**config.mk**
```make
export PLATFORM = sky130hd
export DESIGN_NAME = srt_regs
export DESIGN_NICKNAME = d
export VERILOG_FILES = /design/src/srt_pkg.sv /design/src/srt_regs.sv
export SDC_FILE = /design/constraint.sdc
export NUM_CORES = 1
export LEC_CHECK = 0
export BUFFER_PORTS_ARGS = -buffer_cell sky130_fd_sc_hd__buf_2
export CAP_MARGIN = 5
export CORE_MARGIN = 1.5
export CORE_UTILIZATION = 25
export DETAILED_ROUTE_END_ITERATION = 6
export GPL_TIMING_DRIVEN = 0
export PLACE_DENSITY_LB_ADDON = 0.08
export SYNTH_ARGS = -nofsm -noshare
export SYNTH_HDL_FRONTEND = slang
export SYNTH_SLANG_ARGS = --single-unit
export TNS_END_PERCENT = 5
```
**constraint.sdc**
```tcl
create_clock -name clk -period 0.9 [get_ports clk]
set_input_delay 0.18 -clock clk [delete_from_list [all_inputs] [get_ports clk]]
set_output_delay 0.18 -clock clk [all_outputs]
set_load 0.05 [all_outputs]
```
**src/srt_pkg.sv**
```systemverilog
// srt_pkg: shared types, codes and helpers for the sorted record table
// record and token layouts, command and status codes, key comparison
// no dependencies
`default_nettype none

package srt_pkg;

  localparam int DEF_MAX_ENTRIES = 16;
  localparam int DEF_NAME_BYTES  = 16;
  localparam int NAME_SPAN       = 16;  // bytes carried by name_high and name_low
  localparam int POS_W           = 8;   // covers table depths up to 256
  localparam int ID_W            = 5;
  localparam int VAL_W           = 64;

  // command codes
  localparam logic [2:0] CMD_INSERT    = 3'd0;
  localparam logic [2:0] CMD_FIND_OBJ  = 3'd1;
  localparam logic [2:0] CMD_FIND_NAME = 3'd2;
  localparam logic [2:0] CMD_FIND_TIME = 3'd3;
  localparam logic [2:0] CMD_READ      = 3'd4;

  // status codes
  localparam logic [1:0] ST_OK        = 2'd0;
  localparam logic [1:0] ST_NOT_FOUND = 2'd1;
  localparam logic [1:0] ST_FULL      = 2'd2;
  localparam logic [1:0] ST_EMPTY     = 2'd3;

  // sort keys
  localparam logic [1:0] KEY_TIME = 2'd0;
  localparam logic [1:0] KEY_OBJ  = 2'd1;
  localparam logic [1:0] KEY_NAME = 2'd2;

  // register indexes
  localparam logic REG_SORT_KEY   = 1'b0;
  localparam logic REG_SORT_ORDER = 1'b1;

  typedef enum logic [2:0] {
    OP_INSERT,
    OP_FIND_OBJ,
    OP_FIND_NAME,
    OP_FIND_TIME,
    OP_READ,
    OP_NONE
  } op_t;

  typedef struct packed {
    logic [VAL_W-1:0] name_high;
    logic [VAL_W-1:0] name_low;
    logic [VAL_W-1:0] object_number;
    logic [VAL_W-1:0] time_value;
    logic             active;
    logic [ID_W-1:0]  record_id;
  } rec_t;

  typedef struct packed {
    op_t              op;
    logic             flag;   // hit for searches, placed for inserts
    logic [POS_W-1:0] pos;
    rec_t             rec;
  } tok_t;

  typedef struct packed {
    logic [1:0] sort_key;
    logic       sort_order;
  } cfg_t;

  // true when stored record s sorts strictly after new record n
  function automatic logic rec_later(rec_t s, rec_t n, cfg_t c);
    logic gt;
    logic lt;
    case (c.sort_key)
      KEY_OBJ: begin
        gt = s.object_number > n.object_number;
        lt = s.object_number < n.object_number;
      end
      KEY_NAME: begin
        gt = {s.name_high, s.name_low} > {n.name_high, n.name_low};
        lt = {s.name_high, s.name_low} < {n.name_high, n.name_low};
      end
      default: begin
        gt = s.time_value > n.time_value;
        lt = s.time_value < n.time_value;
      end
    endcase
    return c.sort_order ? lt : gt;
  endfunction

endpackage

`default_nettype wire

```
**src/srt_regs.sv**
```systemverilog
// srt_regs: configuration registers behind the apb-style port
// holds sort key and sort order; uses srt_pkg
`default_nettype none

module srt_regs
  import srt_pkg::*;
(
  input  wire logic        clk,
  input  wire logic        rst,
  input  wire logic        psel,
  input  wire logic        penable,
  input  wire logic        pwrite,
  input  wire logic [2:0]  paddr,
  input  wire logic [31:0] pwdata,
  output logic      [31:0] prdata,
  output logic             pready,
  output cfg_t             cfg
);

  logic wr_en;

  assign pready = 1'b1;
  assign wr_en  = psel && penable && pwrite;

  always_ff @(posedge clk) begin
    if (rst) begin
      cfg <= '0;
    end else if (wr_en) begin
      unique case (paddr[2])
        REG_SORT_KEY:   cfg.sort_key   <= pwdata[1:0];
        REG_SORT_ORDER: cfg.sort_order <= pwdata[0];
        default: ;
      endcase
    end
  end

  always_comb begin
    unique case (paddr[2])
      REG_SORT_KEY:   prdata = {30'b0, cfg.sort_key};
      REG_SORT_ORDER: prdata = {31'b0, cfg.sort_order};
      default:        prdata = '0;
    endcase
  end

endmodule

`default_nettype wire

```
# Word level (Yosys, flattened, before mapping)
# Cells that the tools add are included.
dict set report totals {
  wordCells 8
  out_inout_bits 36
  register_bits 3
}
dict set report classes {
  n_mux 1
  bitwise 1
  reduce_logical 4
}
# cell n
set ops {}
lappend ops {{32-bit one-hot mux with 2 select lines} 1}
lappend ops {{2-bit AND reduction} 2}
lappend ops {{1-bit logical AND} 2}
lappend ops {{1-bit NOT} 1}

# Logic depth before layout (Yosys ltp)
# Gate-level depths: netlist of run 1.
dict set report depth {
  ltp_word 3
  depth_mapped 2
  depth_no_buf 2
}

# Worst setup path after synthesis of run 1
# No wires, ideal clock.
dict set report synth_timing {
  path_kind {flip-flop to output port}
  startpoint {reg cfg[0] in the netlist's numbering}
  endpoint {out prdata[0]}
  slack_ns -0.329
  path_stages_with_launch 2
  arrival_time_ns 1.049
  cell_sequence {dfxtp_1 -> mux2_2}
}
dict set report synth_between {
  elab_chain_len 1
}
# item line_no
set synth_rtl {}
lappend synth_rtl {{from (decl)} srt_regs.sv:17} ;# output cfg_t cfg
lappend synth_rtl {{32-bit one-hot mux with 2 select lines} srt_regs.sv:38} ;# unique case (paddr[2])
lappend synth_rtl {{to (decl)} srt_regs.sv:15} ;# output logic [31:0] prdata,
# Every way passes these cells. The select of a mux whose other input is x is not followed.

# Worst setup path after layout of run 1
dict set report layout_timing {
  startpoint {reg cfg[1] in the netlist's numbering}
  endpoint {out prdata[0]}
}
# The elaborated chain is that of the path after synthesis.

==> results of run 1 <==
cell families (layout without fill, tap and decap cells):
group / Yosys count / in the layout
buf+inv: 31 / 49
flops: 3 / 3
mux: 4 / 4
other cells: 2 / 31
simple gates: 8 / 8
timing repair:
action                                 4_1_cts  5_1_grt
endpoints found under the hold margin        0        0
setup endpoints to repair                    5        5
resized for setup                           12        1
gates cloned                                 0        0
buffers inserted                             1        1
hold buffers                                 0        0
per-stage QoR:
stage / power, mW / utilization [%]
after floorplan: 0.553 / -
after global placement: 0.578 / 40.3
after detailed placement: 0.579 / 40.3
after CTS: 0.845 / 45.1
after global routing: 0.883 / 45.8
final: 0.834 / 45.8
routing by layer:
layer	vias up	GRT usage (%)	part of all wire (%)
met5	-	0	0
met4	0	9.09	0
met3	0	2.98	16
met2	24	12.8	56
met1	122	6.63	28
li1	181	-	-
path summary, 6_finish.rpt:
| kind | from | end | cells past startpoint |
|---|---|---|---|
| worst min-delay path | pwdata[1] | cfg[2] | 3 |
| worst min register to register | cfg[2] | cfg[2] | 2 |
| worst max register to register | cfg[1] | cfg[1] | 3 |
| worst max-delay path | cfg[1] | prdata[0] | 2 |
cell usage in the layout (no fill, tap or decap), drive strengths merged:
cell / n
clkbuf: 4
buf: 45
and4b: 1
dfxtp: 3
nand4: 1
mux2: 1
mux2i: 3
conb: 31
nand2b: 5
and2b: 1
cell type report:
cell class                      instances  area (sq um)  area share, %
Multi-Input combinational cell         43           223           32.2
Clock buffer                            4          26.3           3.80
Buffer                                 31           233           33.7
Sequential cell                         3          71.3           10.3
Timing Repair Buffer                   14           118           17.0
Tap cell                               16          20.0           2.90
critical path: cells and delay by family (launching register included):
kind | cells | cell delay (ns)
mux | 1 | 0.27
buf+inv | 1 | 0.15
flops | 1 | 0.33
report_power, final:
part / switching, mW / internal, mW
clock: 0.0748 / 0.167
combinational: 0.332 / 0.129
sequential: 0.00260 / 0.130
==> summary.md, run 1 <==
| Metric | Value |
|---|---|
| Status | finished with violations |
| Failing checks | negative setup slack |
| Routability cong. | 0.623 |
| Area leader, netlist | buf_4 |
| Clock transition at the registers of the reported paths | 0.04 ns |
| Worst vdd ir | 0.000616 V |
| Power per cell area | around 1200 mW/mm^2 |
| Fmax | 851 MHz |
| Overall routed net length | 708 microns |
| Top cell type's share of synthesized area | 57.9% |
| Share of synthesized flip-flops with an asynchronous set or reset | 0% |
| DRC Markers | 0 |
| Post-synth EDFFs | 0 |
| Distinct cells, synth | 9 |
| Worst-path cell chain | mux2_4 > buf_8 |
| Final Critical Period | 1.18 ns |
| Worst skew pair latency | around 0.23 ns |
| Gr usage total | about 8% |
| Largest Register | cfg |
| Total CTS buffers | 3 |
| Post-Synth Adder-Cell Area | 0% |
| H-tree depth | 1 |
| Kind of critical path | reg2out |
| Post-Place Setup Slack | -0.0923 ns |
| Final hold violations | 0 |
| RSZ-0062 raised after global routing | true |
| CP peak stage delay | 0.33 ns |
| Cells after Synth | 48 |
| Min-Delay Path Class | in2reg |
| Core outline area | approximately 0.0015 sq mm |
| Largest cells by area after synthesis | buf_4, dfxtp_1, nand2b_1, mux2i_1, and4b_4 |
| Max-cap violations | 0 |
| Worst Clk Skew | 0 ns |
| Vias per cell | 2.95 |
| First-pass GRT wire length | 1040 microns |
| Antenna Nets Post-Route | 0 |
| First-pass detailed-route iteration total | 3 |
| CP Launch Type | flip-flop |
| Mux contribution to synthesized area | 10.3% |
| CP Data Arrival Time | 1.00 ns |
| Static Leak | 0.421 nW |
| Largest registers | cfg (3) |
| Area Overhead vs Synth | 72.0% |
| Setup_tns | -0.681 ns |
| Compound-Gate Fraction of Synth Area | 0% |
| Pin count of the biggest net entering global routing | 6 |
| CP endpoint kind | output port |
| Hpwl dp | 586 microns |
| Worst EP required | approximately 0.7 ns |
| Ant diodes | 0 |
| Root buffer cell | clkbuf_4 |
| Yosys reg bits | 3 |
| Main combinational cell family by area after synthesis | buffers and inverters |
| Gr ovfl total | 0 |
| Top cells by count, synth | buf_4, nand2b_1, dfxtp_1, mux2i_1, conb_1 |
| Routed len/inst | 6.38 microns |
| Vias in the first global route | 258 |
| Yosys warns | 0 |
| Synth Area in XOR/XNOR | 0% |
| Die width | 43.1 microns |
| Non-Filler Cell Area, Final | 691 sq um |
| Max FFs per register | 3 |
| CTS tree | yes |
| Via count | 327 |
| Reg2Reg Setup Slack | 0.21 ns |
| Fillcell total | 178 |
| FP Rows | 14 |
| Die Y-Extent | ~43 microns |
| Initial antenna violation count | 0 |
| Io pins | 76 |
| Non-Filler Instances | 111 |
| Register area share after synthesis | 15.0% |
| Crit path max fanout | 2 |
| Smallest hold slack | 0.199 ns |
| Synth Area in Simple Gates | approximately 15% |
| Most frequent cell after synthesis | buf_4 |
| Cell Area, Placed | between 600 and 700 sq um |
| Initial core utilization | about a quarter |
| Port buffer count | 12 |
| Mapped Avg Cell Area | 8.37 sq um |
| Die ar. | 0.00186 sq mm |
| Fraction of layout cells with a size suffix above 1 | 56.8% |
| Max-slew violation count | 0 |
| Fin crit share | 131% |
| Slowest cell on the critical path | dfxtp_4 |
| Placed Cells | about 110 |
| Initial DRC Count | 1 |
| CTS sink count | 3 |
| CTS max path bufs | 2 |
| Ys flop type | dfxtp_1 |
| Worst setup margin | -0.276 ns |
| Syn Std Cell Area | ~400 sq um |
| Final net count | 136 |
| Setup-failing EPs final | 5 |
(Power assumes the default switching activity.)
==> inputs of run 2 (changes only) <==
PLACE_DENSITY = 0.77   (was default)
PLACE_DENSITY_LB_ADDON = default   (was 0.08)
==> run 2 against run 1 <==
Effect of this change:
- the run still ends with negative setup slack left
- sequential cell count stayed put
- wire length is 7.9% higher
- total power is 0.18% higher
- via count is 1.8% higher
- fmax is 0.73% higher
- highest routed layer is now met4
- largest cell class unchanged
- clock-buffer cell count stayed put
- setup slack better by 0.0085 ns
==> summary.md, run 2 (synthesis results as in run 1) <==
| Metric | Value |
|---|---|
| Setup_tns | -0.586 ns (+0.0952 ns) |
| Failing checks | negative setup slack |
| CTS Hold Bufs | 0 (unchanged) |
| CP Data Arrival Time | 0.99 ns (about the same) |
| Setup-failing EPs final | 5 (unchanged) |
| Cell Area, Placed | 607 sq um (unchanged) |
| Ant diodes | 0 (unchanged) |
| Final net count | 135 (-0.74%) |
| Most common cell after layout, fill and taps aside | buf_4 |
| Initial antenna violation count | 0 (unchanged) |
| Die ar. | 0.00186 sq mm (unchanged) |
| Final hold violations | 0 (unchanged) |
| CP peak stage delay | 0.33 ns (about the same) |
| Largest registers | cfg (3) |
| Routed len/inst | 6.95 microns (+8.9%) |
| Worst-path cell chain | mux2_4 > buf_8 |
| Root buffer cell | clkbuf_4 |
| Non-Filler Cell Area, Final | 683 sq um (-1.1%) |
| Overall routed net length | 764 microns (+7.9%) |
| Initial core utilization | 26.7% (unchanged) |
| Power per cell area | 1220 mW/mm^2 (+1.3%) |
| Max-slew violation count | 0 (unchanged) |
| Area of the multi-input gates | 223 sq um (unchanged) |
| CTS max path bufs | 2 (unchanged) |
| Total power | 836 uW (+0.18%) |
| Status | finished with violations |
| Antenna Nets Post-Route | 0 (unchanged) |
| First-pass detailed-route iteration total | 3 (unchanged) |
| Static Leak | 0.416 nW (-1.2%) |
| Largest Register | cfg |
| Routability cong. | 0.608 (-2.4%) |
| H-tree depth | 1 (unchanged) |
| Kind of critical path | reg2out |
| FP Rows | 14 (unchanged) |
| Area Overhead vs Synth | 70.1% |
| Most frequent cells in the layout | buf_4, conb_1, buf_2 |
| Vias in the first global route | 292 (+13%) |
| Clock transition at the registers of the reported paths | 0.04 ns (about the same) |
| Family with the most delay on the worst path | flip-flops |
| Pin count of the biggest net entering global routing | 6 (unchanged) |
| Max FFs per register | 3 (unchanged) |
| Port buffer count | 12 (unchanged) |
| Die Y-Extent | 43.1 microns (unchanged) |
| Flip-flop and latch area | 71.3 sq um (unchanged) |
| Worst skew pair latency | 0.23 ns (about the same) |
| Total CTS buffers | 3 (unchanged) |
| Gr usage total | 9.33% (+1.5 points) |
| Worst Clk Skew | 0 ns (unchanged) |
| Io pins | 76 (unchanged) |
| Fraction of layout cells with a size suffix above 1 | 56.4% (-0.46 points) |
| Fillcell total | 152 (-15%) |
| Via count | 333 (+1.8%) |
| Min-Delay Path Class | in2reg |
| Max-cap violations | 0 (unchanged) |
| Fmax | 857 MHz (+0.73%) |
| Final Critical Period | 1.17 ns (-0.00851 ns) |
| WP buf/inv | 1 (unchanged) |
| Die width | 43.1 microns (unchanged) |
| Crit path max fanout | 2 (unchanged) |
| CTS sink count | 3 (unchanged) |
| CP Launch Type | flip-flop |
| Core outline area | 0.00151 sq mm (unchanged) |
| Gr ovfl total | 0 (unchanged) |
| Worst EP required | 0.72 ns (about the same) |
| Worst vdd ir | 0.000427 V (-31%) |
| Vias per cell | 3.03 (+2.8%) |
| Fin crit share | 130% (-0.95 points) |
| CP endpoint kind | output port |
| First-pass GRT wire length | 1180 microns (+14%) |
| Slowest cell on the critical path | dfxtp_4 |
| Initial DRC Count | 2 (+1) |
| RSZ-0062 raised after global routing | true |
| Final core occ | 45.3% (-0.50 points) |
| DRC Markers | 0 (unchanged) |
| Worst setup margin | -0.267 ns (+0.00851 ns) |
| CTS tree | yes |
run 2: changes by cell type in the layout (fill, tap and decap cells not counted):
cell and change:
buf_6 -2, buf_8 +1
run 2: repair_timing:
action / 4_1_cts / 5_1_grt
setup endpoints to repair: 5 / 5
resized for setup: 11 / 2
hold endpoints to repair: 0 / 0
buffers inserted: 1 / 0
run 2: path summary, 6_finish.rpt:
path                            slack [ns]  startpoint  cells after the start         to
worst min-delay path                  0.19   pwdata[1]                      3     cfg[2]
worst max register to register        0.21      cfg[1]                      3     cfg[1]
worst min register to register        0.51      cfg[2]                      2     cfg[2]
worst max-delay path                 -0.27      cfg[1]                      2  prdata[0]
run 2: area by class of cell:
type                            instances  area share (%)
Buffer                                 31            34.1
Clock buffer                            4            3.85
Multi-Input combinational cell         43            32.6
Sequential cell                         3            10.4
Tap cell                               16            2.93
Timing Repair Buffer                   13            16.1
run 2: power breakdown:
part	switching, mW	internal (mW)	leakage [nW]
Sequential	0.00251	0.130	0.0266
Combinational	0.333	0.128	0.375
Clock	0.0768	0.167	0.0150
Total	0.412	0.424	0.416
run 2: routing by layer:
metal	global-route usage, %	part of all wire (%)
met5	0	0
met3	1.70	11
met1	6.63	29
met2	17.9	58
met4	10.9	1.8
run 2: tightest hold or removal path: stages:
cell      delay [ns]
buf_2           0.10
nand2b_1        0.05
mux2i_1         0.06
run 2: stage by stage:
step | std cells | setup slack (ns) | hold slack, ns
5_1_grt | 110 | -0.286 | 0.208
4_1_cts | 110 | -0.277 | 0.192
2_1_floorplan | 77 | -0.0299 | 0.324
6_report | 110 | -0.267 | 0.195
3_3_place_gp | 105 | -0.0829 | 0.435
3_5_place_dp | 105 | -0.0821 | 0.445
