==> config.mk <==
export PLATFORM = sky130hd
export DESIGN_NAME = srt_cell
export DESIGN_NICKNAME = d
export VERILOG_FILES = /design/src/srt_pkg.sv /design/src/srt_cell.sv
export SDC_FILE = /design/constraint.sdc
export NUM_CORES = 1
export LEC_CHECK = 0
export ABC_AREA = 1
export BUFFER_PORTS_ARGS = -buffer_cell sky130_fd_sc_hd__buf_2
export CAP_MARGIN = 20
export CORE_ASPECT_RATIO = 0.9
export CORE_MARGIN = 2
export CORE_UTILIZATION = 50
export CTS_CLUSTER_DIAMETER = 40
export DETAILED_ROUTE_END_ITERATION = 8
export PLACE_DENSITY = 0.77
export SLEW_MARGIN = 30
export SYNTH_ARGS = -nofsm -noshare
export SYNTH_HDL_FRONTEND = slang
export SYNTH_SLANG_ARGS = --single-unit
==> constraint.sdc <==
create_clock -name clk -period 17.85 [get_ports clk]
set_clock_uncertainty 0.15 [all_clocks]
set_input_delay 3.57 -clock clk [delete_from_list [all_inputs] [get_ports clk]]
set_output_delay 3.57 -clock clk [all_outputs]
set_load 0.02 [all_outputs]
==> src/srt_pkg.sv <==
// srt_pkg: shared types, codes and helpers for the sorted record table
// record and token layouts, command and status codes, key comparison
// no dependencies
`default_nettype none

package srt_pkg;

  localparam int DEF_MAX_ENTRIES = 16;
  localparam int DEF_NAME_BYTES  = 16;
  localparam int NAME_SPAN       = 16;  // bytes carried by name_high and name_low
  localparam int POS_W           = 8;   // covers table depths up to 256
  localparam int ID_W            = 5;
  localparam int VAL_W           = 64;

  // command codes
  localparam logic [2:0] CMD_INSERT    = 3'd0;
  localparam logic [2:0] CMD_FIND_OBJ  = 3'd1;
  localparam logic [2:0] CMD_FIND_NAME = 3'd2;
  localparam logic [2:0] CMD_FIND_TIME = 3'd3;
  localparam logic [2:0] CMD_READ      = 3'd4;

  // status codes
  localparam logic [1:0] ST_OK        = 2'd0;
  localparam logic [1:0] ST_NOT_FOUND = 2'd1;
  localparam logic [1:0] ST_FULL      = 2'd2;
  localparam logic [1:0] ST_EMPTY     = 2'd3;

  // sort keys
  localparam logic [1:0] KEY_TIME = 2'd0;
  localparam logic [1:0] KEY_OBJ  = 2'd1;
  localparam logic [1:0] KEY_NAME = 2'd2;

  // register indexes
  localparam logic REG_SORT_KEY   = 1'b0;
  localparam logic REG_SORT_ORDER = 1'b1;

  typedef enum logic [2:0] {
    OP_INSERT,
    OP_FIND_OBJ,
    OP_FIND_NAME,
    OP_FIND_TIME,
    OP_READ,
    OP_NONE
  } op_t;

  typedef struct packed {
    logic [VAL_W-1:0] name_high;
    logic [VAL_W-1:0] name_low;
    logic [VAL_W-1:0] object_number;
    logic [VAL_W-1:0] time_value;
    logic             active;
    logic [ID_W-1:0]  record_id;
  } rec_t;

  typedef struct packed {
    op_t              op;
    logic             flag;   // hit for searches, placed for inserts
    logic [POS_W-1:0] pos;
    rec_t             rec;
  } tok_t;

  typedef struct packed {
    logic [1:0] sort_key;
    logic       sort_order;
  } cfg_t;

  // true when stored record s sorts strictly after new record n
  function automatic logic rec_later(rec_t s, rec_t n, cfg_t c);
    logic gt;
    logic lt;
    case (c.sort_key)
      KEY_OBJ: begin
        gt = s.object_number > n.object_number;
        lt = s.object_number < n.object_number;
      end
      KEY_NAME: begin
        gt = {s.name_high, s.name_low} > {n.name_high, n.name_low};
        lt = {s.name_high, s.name_low} < {n.name_high, n.name_low};
      end
      default: begin
        gt = s.time_value > n.time_value;
        lt = s.time_value < n.time_value;
      end
    endcase
    return c.sort_order ? lt : gt;
  endfunction

endpackage

`default_nettype wire

==> src/srt_cell.sv <==
// srt_cell: one slot of the record chain
// keeps one record and passes the command token to the next slot; uses srt_pkg
`default_nettype none

module srt_cell
  import srt_pkg::*;
#(
  parameter int INDEX  = 0,
  parameter int FILL_W = 5
) (
  input  wire logic              clk,
  input  wire logic              rst,
  input  wire cfg_t              cfg,
  input  wire logic [FILL_W-1:0] fill_count,
  input  wire logic              in_valid,
  input  wire tok_t              in_tok,
  output logic                   out_valid,
  output tok_t                   out_tok
);

  rec_t             rec;
  rec_t             rec_next;
  tok_t             tok_next;
  logic             live;
  logic             at_end;
  logic             hit;
  logic [POS_W-1:0] here;

  assign live   = FILL_W'(INDEX) < fill_count;
  assign at_end = FILL_W'(INDEX) == fill_count;
  assign here   = POS_W'(INDEX);

  always_comb begin
    rec_next = rec;
    tok_next = in_tok;
    hit      = 1'b0;
    case (in_tok.op)
      OP_INSERT: begin
        if (live) begin
          // once placed, every later slot shifts down by one
          if (in_tok.flag) begin
            rec_next     = in_tok.rec;
            tok_next.rec = rec;
          end else if (rec_later(rec, in_tok.rec, cfg)) begin
            rec_next      = in_tok.rec;
            tok_next.rec  = rec;
            tok_next.flag = 1'b1;
            tok_next.pos  = here;
          end
        end else if (at_end) begin
          rec_next      = in_tok.rec;
          tok_next.flag = 1'b1;
          if (!in_tok.flag) begin
            tok_next.pos = here;
          end
        end
      end
      OP_FIND_OBJ:  hit = rec.object_number == in_tok.rec.object_number;
      OP_FIND_NAME: hit = rec.name_high == in_tok.rec.name_high &&
                          rec.name_low == in_tok.rec.name_low;
      OP_FIND_TIME: hit = rec.time_value == in_tok.rec.time_value;
      OP_READ:      hit = in_tok.pos == here;
      default: ;
    endcase
    // first match in list order wins
    if (hit && live && !in_tok.flag) begin
      tok_next.rec  = rec;
      tok_next.flag = 1'b1;
      tok_next.pos  = here;
    end
  end

  always_ff @(posedge clk) begin
    if (in_valid) begin
      rec     <= rec_next;
      out_tok <= tok_next;
    end
  end

  always_ff @(posedge clk) begin
    if (rst) begin
      out_valid <= 1'b0;
    end else begin
      out_valid <= in_valid;
    end
  end

endmodule

`default_nettype wire

Yosys cells after proc, flatten, opt, wreduce, memory -nomap -nowiden

Cells that the tools add are included.

Flip-flop bits (word level): 537
Output and inout bits: 275
Logic and storage cells: 66

Mux-type cells: 23
Reduce and logical (&&, ||, !) cells: 9
Order comparisons: 7
Eq/ne operators: 11

Operators by type and width:

| kind                                                       | number |
|---|---|
| two-way mux 262 bit                                        | 7 |
| two-way mux 271 bit                                        | 2 |
| equality test 64 bit                                       | 4 |
| > comparator 128 bit                                       | 1 |
| > comparator 64 bit                                        | 2 |
| less-than comparator 128 bit                               | 1 |
| less-than comparator 64 bit                                | 2 |
| two-way mux 9 bit                                          | 3 |
| zero test 8 bit                                            | 1 |
| two-way mux 8 bit                                          | 1 |
| two-way mux 1 bit                                          | 7 |
| equality test 3 x 2 -> 1 bit (second input constant)       | 2 |
| zero test 5 bit                                            | 1 |
| less-than comparator 1 x 5 -> 1 bit (first input constant) | 1 |
| one-hot mux 1 bit (2 select lines)                         | 2 |
| one-hot mux 1 bit (4 select lines)                         | 1 |
| AND reduction 4 bit                                        | 1 |
| equality test 3 x 1 -> 1 bit (second input constant)       | 1 |
| equality test 3 bit (second input constant)                | 1 |
| logical AND 1 bit                                          | 3 |
| zero test 3 bit                                            | 1 |
| != test 3 x 2 -> 1 bit (second input constant)             | 1 |
| equality test 2 x 1 -> 1 bit (second input constant)       | 1 |
| equality test 2 bit (second input constant)                | 1 |
| other kinds (2)                                            | 2 |

Longest topological paths before layout

Gate-level depths: netlist (run 1).

Depth after elaboration: 11
Mapped depth: 29
Mapped depth without buffers: 27

Least setup slack after synthesis (run 1)

No wires, ideal clock.

Path kind: input to register
From: input in_tok[270] (netlist name)
To: register rec[0] (netlist name), enable pin
Arrival time: 17.712 ns
Buffers on the path: 0
Cell stages on the path: 2
Setup slack: -1.054 ns
Data required time: 16.658 ns
Cells stage by stage: inv_1 a31oi_1

Longest elaborated chain between the ends: 2

RTL lines:

| item                                    | line           | source |
|---|---|---|
| from (decl)                             | srt_cell.sv:16 | `input wire tok_t in_tok,` |
| != test 3 x 2 -> 1 bit (no source line) | n/a            |  |
| AND reduction 4 bit (no source line)    | n/a            |  |
| to (signal assigned)                    | srt_cell.sv:75 | `rec <= rec_next;` |
| to (decl)                               | srt_cell.sv:21 | `rec_t rec;` |

No other way between the ends.
A chain may end at the register's enable or synchronous reset.

==> run metrics, run 1 <==
outcome=finished, final reports clean; Flop pwr share=44.1%; # rows=81; Mapped Cells=2566; Yosys reg bits=537; unrepaired setup endpoints after global routing=false; clock sink count=537; Worst setup SP type=input pin; Mapped Area=0.0276 mm2; Worst Setup Path Type=in -> reg; met1 Use GR=32.9%; vias in the first global route=19658; CORE AREA=0.0544 mm2; Vias/cell=5.31; combinational share of power=11.6%; max-cap viol count=0; top-area cell type share of the netlist area=58.4%; Synth Flop Type=edfxtp_1; final WL=74.0 mm; Final Setup Violations=0; P_sw=882 uW; clk slew on worst S/H paths=0.06 ns; drt drc=0; Synthesis Warnings=0; area delta synth->final=21.1%; clock power share=44.3%; critical path data arrival time=8.53 ns; initial antenna violation count=26; cell taking the most area after synthesis=edfxtp_1; # IOs=560; CP max FO=84; GPL Wtd Cong=0.883; fin nets=3673; met2 usage=39.3%; largest net degree at the start of global routing=139; Slew Limit Fails=0; H-tree lvl count=3; WHS Path Cells=2; setup TNS=0 ns; DIE AREA=0.0570 mm2; antenna-violating nets left=0; Min Clock Period, post-route=8.21 ns; met3 Resource Use GR=6.83%; post-DP HPWL=51.2 mm; 1st-pass router iterations=5; Initial Util=50.7%; Post-CTS Setup Inserts=0; post-DR wirelength/cell=18.9 um; period utilization=46.0%; DR iter-0 viols=1541; CTS max path bufs=3; Mean Syn Cell Area=10.7 um2; Die Wd=252 um; Hold Path Class=reg -> reg; global route hottest layer=met2; first-pass GRT wire length=110 mm; worst vdd ir=0.0834 mV; gr usage total=25.1%; Power, Total=3.38 mW; Hold Fails Final Rpt=0; Sw Share=26.1%; CTS Root Cell=clkbuf_16; relative slew slack=25.3%; FF-to-FF path depth=17; Synthesized Nets=3109; sequential area share after synthesis=58.5%; ys async rst share=0%; CTS tree=built; Worst Path Required=18.17 ns; DR vias=20733; internal power=2.50 mW; commonest non-fill, non-tap cell in the layout=nand2_1; Synth cell types=36; Synth area leaders=edfxtp_1 (58%), ha_1 (12%), nand2_1 (10%), inv_1 (4.4%), nand3_1 (3.7%); CTS Buf Count=77; leak pwr=15.9 nW; number of I/O port buffers=559; fmax=122 MHz; Gates resized, CTS repair=0; worst slew pin tran=1.12 ns; Post-synth EDFFs=536; Clock Latency Late Sink=0.61 ns; most frequent cells in the layout=nand2_1 (751), buf_2 (558), edfxtp_1 (536), inv_1 (325), ha_1 (258); Die Span Y=227 um; Power Dens Cells=101 mW/mm2; share of layout cells above drive strength 1=25.1%; Post-CTS Hold Buffers=0; Critical Path End Type=flop; grt ovf=0
logic make-up after synthesis:
group	after synthesis	share of synthesized area (%)
AO/OA/AOI/OAI	188	3.66
adder cells (fa/ha/maj)	258	11.7
buffers and inverters	413	6.72
flip-flops	537	58.5
AND/OR/NAND/NOR	1170	19.5
critical path: stages:
cell and delay (ns):
buf_2 0.10, inv_1 0.05, ha_1 0.33, nand4_1 0.15, nor2_1 0.23, nand3_1 0.11
nor4_1 0.53, nand4_1 0.34, nand3_1 0.17, nand2_1 0.06, inv_1 0.05, nand2_1 0.06
nand2_2 0.11, nand2_1 0.14, nand2_8 0.45, buf_4 0.85, buf_4 0.79, nand3_1 0.16
nand2_1 0.11
through the flow:
stage	hold slack [ns]	setup slack, ns	cell area [um2]	utilization, %	cells
final	0.367	9.64	33400	61.3	3908
after global routing	0.384	9.34	33400	61.3	3905
after CTS	0.369	9.68	33300	61.3	3893
after detailed placement	0.349	9.07	30800	56.6	3756
after global placement	0.343	9.20	30800	56.6	3756
after floorplan	0.337	4.86	27600	-	2566
area by class of cell:
type,count,area (um2)
fillers,4316,21000
flip-flops and latches,537,16100
multi-input cells,1616,9650
repair buffers,572,2940
clock buffers,83,1970
inverters,326,1220
well taps,705,882
clock inverters,54,558
diodes,15,37.5
registers in the layout, indices dropped and copies added, names as in the netlist:
name / flops
out_valid: 1
rec: 262
out_tok: 274
power groups by stage:
stage | clock, mW | sequential, mW | combinational [mW]
global placement | 0 | 1.51 | 0.380
CTS | 1.52 | 1.49 | 0.391
finish | 1.50 | 1.49 | 0.391
detailed placement | 0 | 1.51 | 0.389
floorplan | 0 | 1.57 | 0.169
global route | 1.57 | 1.49 | 0.433
final timing paths:
path | slack, ns | to | startpoint
hold / removal | 0.37 | out_tok[5] | rec[5]
setup reg to reg | 12.33 | out_tok[181] | rec[53]
hold reg to reg | 0.37 | out_tok[5] | rec[5]
setup / recovery | 9.64 | out_tok[181] | in_tok[53]
routing by layer:
metal,wire length (um),vias up
li1,-,9923
met1,30300,9731
met2,34300,881
met3,6320,180
met4,2910,18
met5,108,-
cells in the mapped netlist (4+ instances only):
cell type / number
nand2_1: 752
edfxtp_1: 536
inv_1: 325
ha_1: 258
nand3_1: 202
a21oi_1: 125
nand3_2: 91
nor2_1: 68
buf_2: 46
o21ai_0: 35
nand4_1: 27
o21a_1: 13
buf_4: 12
buf_6: 11
nor3_1: 11
buf_8: 9
buf_1: 8
nor4_1: 5
o21bai_1: 4
Note: power is estimated with default switching activity, not from simulation.
==> run 2, diff against run 1 <==
Clock period 17.85 ns to 6.6 ns, I/O delays scaled along.
==> run 2 against run 1 <==
  * Die area did not move
  * Critical path depth unchanged
  * Final area rose by 1.6%
  * Global-route usage up 0.44 points
  * Worst hold slack barely moved
  * Flip-flop and latch count is the same
  * Non-clock buffer count increased by 11
==> run metrics, run 2 (synthesized netlist as in run 1, its figures left out) <==
outcome=finished, final reports clean; final std cells w/o fill=3934; Critical Path End Type=flop; max reg flops=274; period utilization=69.8%; Vias/cell=5.28; Clock Latency Late Sink=0.61 ns; crit-path leading delay family=simple AND/OR/NAND/NOR gates; Gates resized, CTS repair=0; combinational share of power=11.5%; Placed Cells incl. Taps=3767; clk slew on worst S/H paths=0.06 ns; Power Dens Cells=277 mW/mm2; number of I/O port buffers=559; Slew Limit Fails=0; grt ovf=0; Flop pwr share=42.9%; Sw Share=26.6%; fin nets=3689; CTS max path bufs=3; critical path data arrival time=4.80 ns; clock sink count=537; relative slew slack=22.7%; unrepaired setup endpoints after global routing=false; largest net degree at the start of global routing=145; Min Clock Period, post-route=4.61 ns; DR iter-0 viols=1380; # rows=81; Most flops, register=out_tok; fmax=217 MHz; RR Endpoint=out_tok[240]; clock power share=45.6%; area delta synth->final=23.0%; Die Wd=252 um; Die Span Y=227 um; Fillers=4285; CP max stage cell=nand2_8; met2 usage=42.3%; met1 Use GR=31.9%; DIE AREA=0.0570 mm2; global route hottest layer=met2; Worst Path Required=6.79 ns; slowest cell delay on critical path=0.44 ns; Hold Path Sink=out_tok[3]; Worst Setup Path Type=in -> reg; # IOs=560; post-DP HPWL=52.2 mm; P_sw=2.50 mW; DR vias=20762; vias in the first global route=20165; commonest non-fill, non-tap cell in the layout=nand2_1; first-pass GRT wire length=112 mm; WHS Path Cells=2; antenna-violating nets left=0; CTS tree=built; CORE AREA=0.0544 mm2; Final Setup Violations=0; final core occ=62.3%; H-tree lvl count=3; Post-CTS Hold Buffers=0; Hold Path Class=reg -> reg; initial antenna violation count=21; met3 Resource Use GR=7.15%; most used cell, CP=nand2_1; worst vdd ir=0.184 mV; Worst Path Buf+Inv=4; worst slew pin tran=1.15 ns; internal power=6.88 mW; Initial Util=50.7%; Worst Setup SP=in_tok[53]; FF-to-FF path depth=17; final WL=74.8 mm; most frequent cells in the layout=nand2_1 (748), buf_2 (558), edfxtp_1 (536), inv_1 (315), ha_1 (251); Hold Path Origin=rec[3]; drt drc=0; r2r setup slk=2.43 ns; share of layout cells above drive strength 1=26.4%; 1st-pass router iterations=5; CP max FO=94; post-DR wirelength/cell=19.0 um; CTS Buf Count=82; register area=0.0161 mm2; biggest regs=out_tok: 274 flops, rec: 262 flops, out_valid: 1 flops; CTS Root Cell=clkbuf_16; Hold Fails Final Rpt=0; r2r startpoint=rec[53]; GPL Wtd Cong=0.867; leak pwr=16.1 nW; multi-input logic area=0.00974 mm2; max-cap viol count=0; crit-path cells=buf_2, inv_1, ha_1, nand4_1, nor2_1, nand3_1, nor4_1, nand4_1, nand3_1, nand2_1, inv_1, nand2_1, nand2_2, nand2_1, nand2_8, nand2_8, buf_12, nand2_1, nand2_1; Post-CTS Setup Inserts=0; Worst setup SP type=input pin; gr usage total=25.5%
==> run 2: cell types whose count changed in the layout (fill, tap and decap cells not counted), sizes merged <==
cell,delta
clkbuf,+4
buf,+11
inv,+12
bufinv,-2
clkinv,+1
==> run 2: worst max path at each step <==
| stage | end | slack, ns | depth (start not counted) |
|---|---|---|---|
| 2_1_floorplan | rec[0] | -1.10 | 17 |
| 3_3_place_gp | out_tok[192] | 1.44 | 19 |
| 3_5_place_dp | out_tok[226] | 1.33 | 19 |
| 4_1_cts | out_tok[247] | 1.98 | 19 |
| 5_1_grt | out_tok[247] | 1.69 | 19 |
| 6_report | out_tok[240] | 1.99 | 19 |
==> run 2: power by group through the flow <==
stage	clock network [mW]	logic, mW	registers, mW
after global placement	0	1.04	4.09
after global routing	4.48	1.19	4.03
after detailed placement	0	1.07	4.09
after floorplan	0	0.461	4.25
final	4.28	1.08	4.02
after CTS	4.33	1.08	4.02
==> run 2: metal layers <==
layer / wire length [um] / vias up
li1: - / 9963
met1: 29400 / 9763
met2: 36400 / 876
met3: 6620 / 148
met4: 2270 / 12
met5: 93 / -
==> run 2: area by class of cell <==
class	instances	share of cell area (%)
Sequential cell	537	47.5
Multi-Input combinational cell	1616	28.7
Timing Repair Buffer	583	9.30
Clock buffer	87	6.23
Inverter	326	3.65
Tap cell	705	2.60
Clock inverter	65	1.85
Antenna cell	15	0.111
==> run 2: tightest hold or removal path: cells and delay by family (launching register included) <==
kind / cells / cell delay (ns)
DFF: 1 / 0.32
and+or+nand+nor: 2 / 0.09
==> run 2: through the flow <==
stage	setup WS, ns	hold slack [ns]	area, um2	total power, mW	TNS [ns]
6_report	1.99	0.366	33900	9.38	0
5_1_grt	1.69	0.379	33900	9.71	0
4_1_cts	1.98	0.366	33900	9.44	0
3_5_place_dp	1.33	0.351	31100	5.16	0
3_3_place_gp	1.44	0.342	31100	5.13	0
2_1_floorplan	-1.10	0.337	27700	4.71	-288.53
==> run 3, diff against run 2 <==
Clock period 6.6 ns to 4.2 ns, I/O delays scaled along.
==> run 3 against run 2 <==
  * Final cell count increased by 0.33%
  * Largest cell class unchanged
  * Sequential share of layout area decreased by 0.39 points
  * First-iteration DRC count increased by 1.8%
==> run metrics, run 3 (synthesized netlist as in run 1, its figures left out) <==
Initial Util=50.7%; Power Dens Cells=428 mW/mm2; Post-CTS Setup Inserts=0; Fillers=4206; first-pass GRT wire length=115 mm; # rows=81; worst slew pin tran=0.804 ns; dpl ws=0.0502 ns; commonest non-fill, non-tap cell in the layout=nand2_1; Critical Path End Type=flop; initial antenna violation count=24; # IOs=560; leak pwr=16.2 nW; GPL Wtd Cong=0.871; FF-to-FF path depth=17; share of layout cells above drive strength 1=26.5%; CTS tree=built; antenna-violating nets left=0; relative slew slack=46.4%; Hold Fails Final Rpt=0; CTS Root Cell=clkbuf_16; grt ovf=0; final std cells w/o fill=3947; Flop pwr share=43.3%; r2r startpoint=rec[65]; fmax=278 MHz; period utilization=85.6%; Power, Total=14.6 mW; P_sw=3.79 mW; CP max FO=49; post-DR wirelength/cell=19.3 um; Worst setup SP type=flop; vias in the first global route=20680; largest net degree at the start of global routing=143; max reg flops=274; Die Wd=252 um; 1st-pass router iterations=5; Worst Slack Setup Final=0.605 ns; clock power share=44.9%; gr usage total=26.3%; Min Hold Slack=0.237 ns; internal power=10.8 mW; Hold Path Sink=out_valid; RR Endpoint=out_tok[207]; Sw Share=25.9%; area delta synth->final=24.0%; Post-CTS Hold Buffers=0; Worst Setup Path Type=reg -> reg; CORE AREA=0.0544 mm2; Vias/cell=5.32; Post-Place Cell Area=0.0315 mm2; critical path data arrival time=3.92 ns; post-DP HPWL=54.7 mm; Most flops, register=out_tok; post-route cell area=0.0342 mm2; r2r setup slk=0.60 ns; biggest regs=out_tok: 274 flops, rec: 262 flops, out_valid: 1 flops; fin nets=3709; unrepaired setup endpoints after global routing=false; Hold Path Origin=rst; Hold Path Class=in -> reg; DR iter-0 viols=1405; DR vias=21007; Die Span Y=227 um; H-tree lvl count=3; clock sink count=537; worst vdd ir=0.311 mV; number of I/O port buffers=559; CTS Buf Count=77; most frequent cells in the layout=nand2_1 (748), buf_2 (558), edfxtp_1 (536), inv_1 (315), ha_1 (251); Clock Latency Late Sink=0.61 ns; Slew Limit Fails=0; drt drc=0; clk slew on worst S/H paths=0.06 ns; Worst Path Required=4.52 ns; max-cap viol count=0; combinational share of power=11.9%; Placed Cells incl. Taps=3792; final WL=76.3 mm; Final Setup Violations=0; Gates resized, CTS repair=0; DIE AREA=0.0570 mm2; WHS Path Cells=2; outcome=finished, final reports clean; CTS max path bufs=3; Min Clock Period, post-route=3.60 ns
==> run 3: changes by cell type in the layout (fill, tap and decap cells not counted), sizes merged <==
cell,before,now
clkbuf,87,80
inv,351,340
clkinvlp,10,9
diode,15,16
bufinv,4,9
clkinv,26,27
buf,583,608
==> run 3: worst max-delay path by stage <==
stage	start	end	slack (ns)	depth (start not counted)
global placement	in_tok[65]	out_tok[209]	0.17	19
global route	rec[65]	out_tok[203]	0.24	17
CTS	rec[65]	out_tok[226]	0.56	17
detailed placement	in_tok[53]	out_tok[226]	0.05	19
finish	rec[65]	out_tok[207]	0.60	17
floorplan	in_tok[259]	rec[0]	-3.02	17
==> run 3: power groups by stage <==
| stage | Combinational (mW) | Clock [mW] | Sequential (mW) |
|---|---|---|---|
| floorplan | 0.724 | 0 | 6.68 |
| global placement | 1.68 | 0 | 6.43 |
| finish | 1.73 | 6.56 | 6.33 |
| CTS | 1.74 | 6.65 | 6.33 |
| detailed placement | 1.72 | 0 | 6.43 |
| global route | 1.92 | 6.87 | 6.34 |
==> run 3: metal layers <==
| layer | GRT usage [%] | wire length [um] |
|---|---|---|
| met1 | 32.9 | 30400 |
| met2 | 43.0 | 36500 |
| met4 | 11.2 | 2820 |
| met5 | 0 | 92 |
| met3 | 7.26 | 6460 |
==> run 3: stage by stage <==
| stage | TNS (ns) | util (%) |
|---|---|---|
| after global placement | 0 | 58.0 |
| after floorplan | -791.57 | - |
| after global routing | 0 | 62.8 |
| after detailed placement | 0 | 58.0 |
| after CTS | 0 | 62.7 |
| final | 0 | 62.8 |
==> run 3: cell type report <==
| class | instances | area, um2 | share of cell area [%] |
|---|---|---|---|
| Antenna cell | 16 | 40.0 | 0.117 |
| Clock buffer | 80 | 1960 | 5.73 |
| Clock inverter | 59 | 651 | 1.90 |
| Inverter | 326 | 1240 | 3.62 |
| Multi-Input combinational cell | 1616 | 9740 | 28.5 |
| Sequential cell | 537 | 16100 | 47.1 |
| Tap cell | 705 | 882 | 2.58 |
| Timing Repair Buffer | 608 | 3560 | 10.4 |
==> run 3: critical path, cell delays in order, from the launching register on <==
cell      delay, ns
edfxtp_1       0.42
ha_1           0.34
nand2_1        0.09
nor2_1         0.13
nand4_1        0.18
nor4_1         0.37
nand4_1        0.31
nand3_1        0.17
nand2_1        0.06
inv_1          0.05
nand2_1        0.06
nand2_2        0.06
nand2_1        0.12
nand2_8        0.14
buf_12         0.28
buf_12         0.28
nand3_1        0.11
nand2_1        0.10
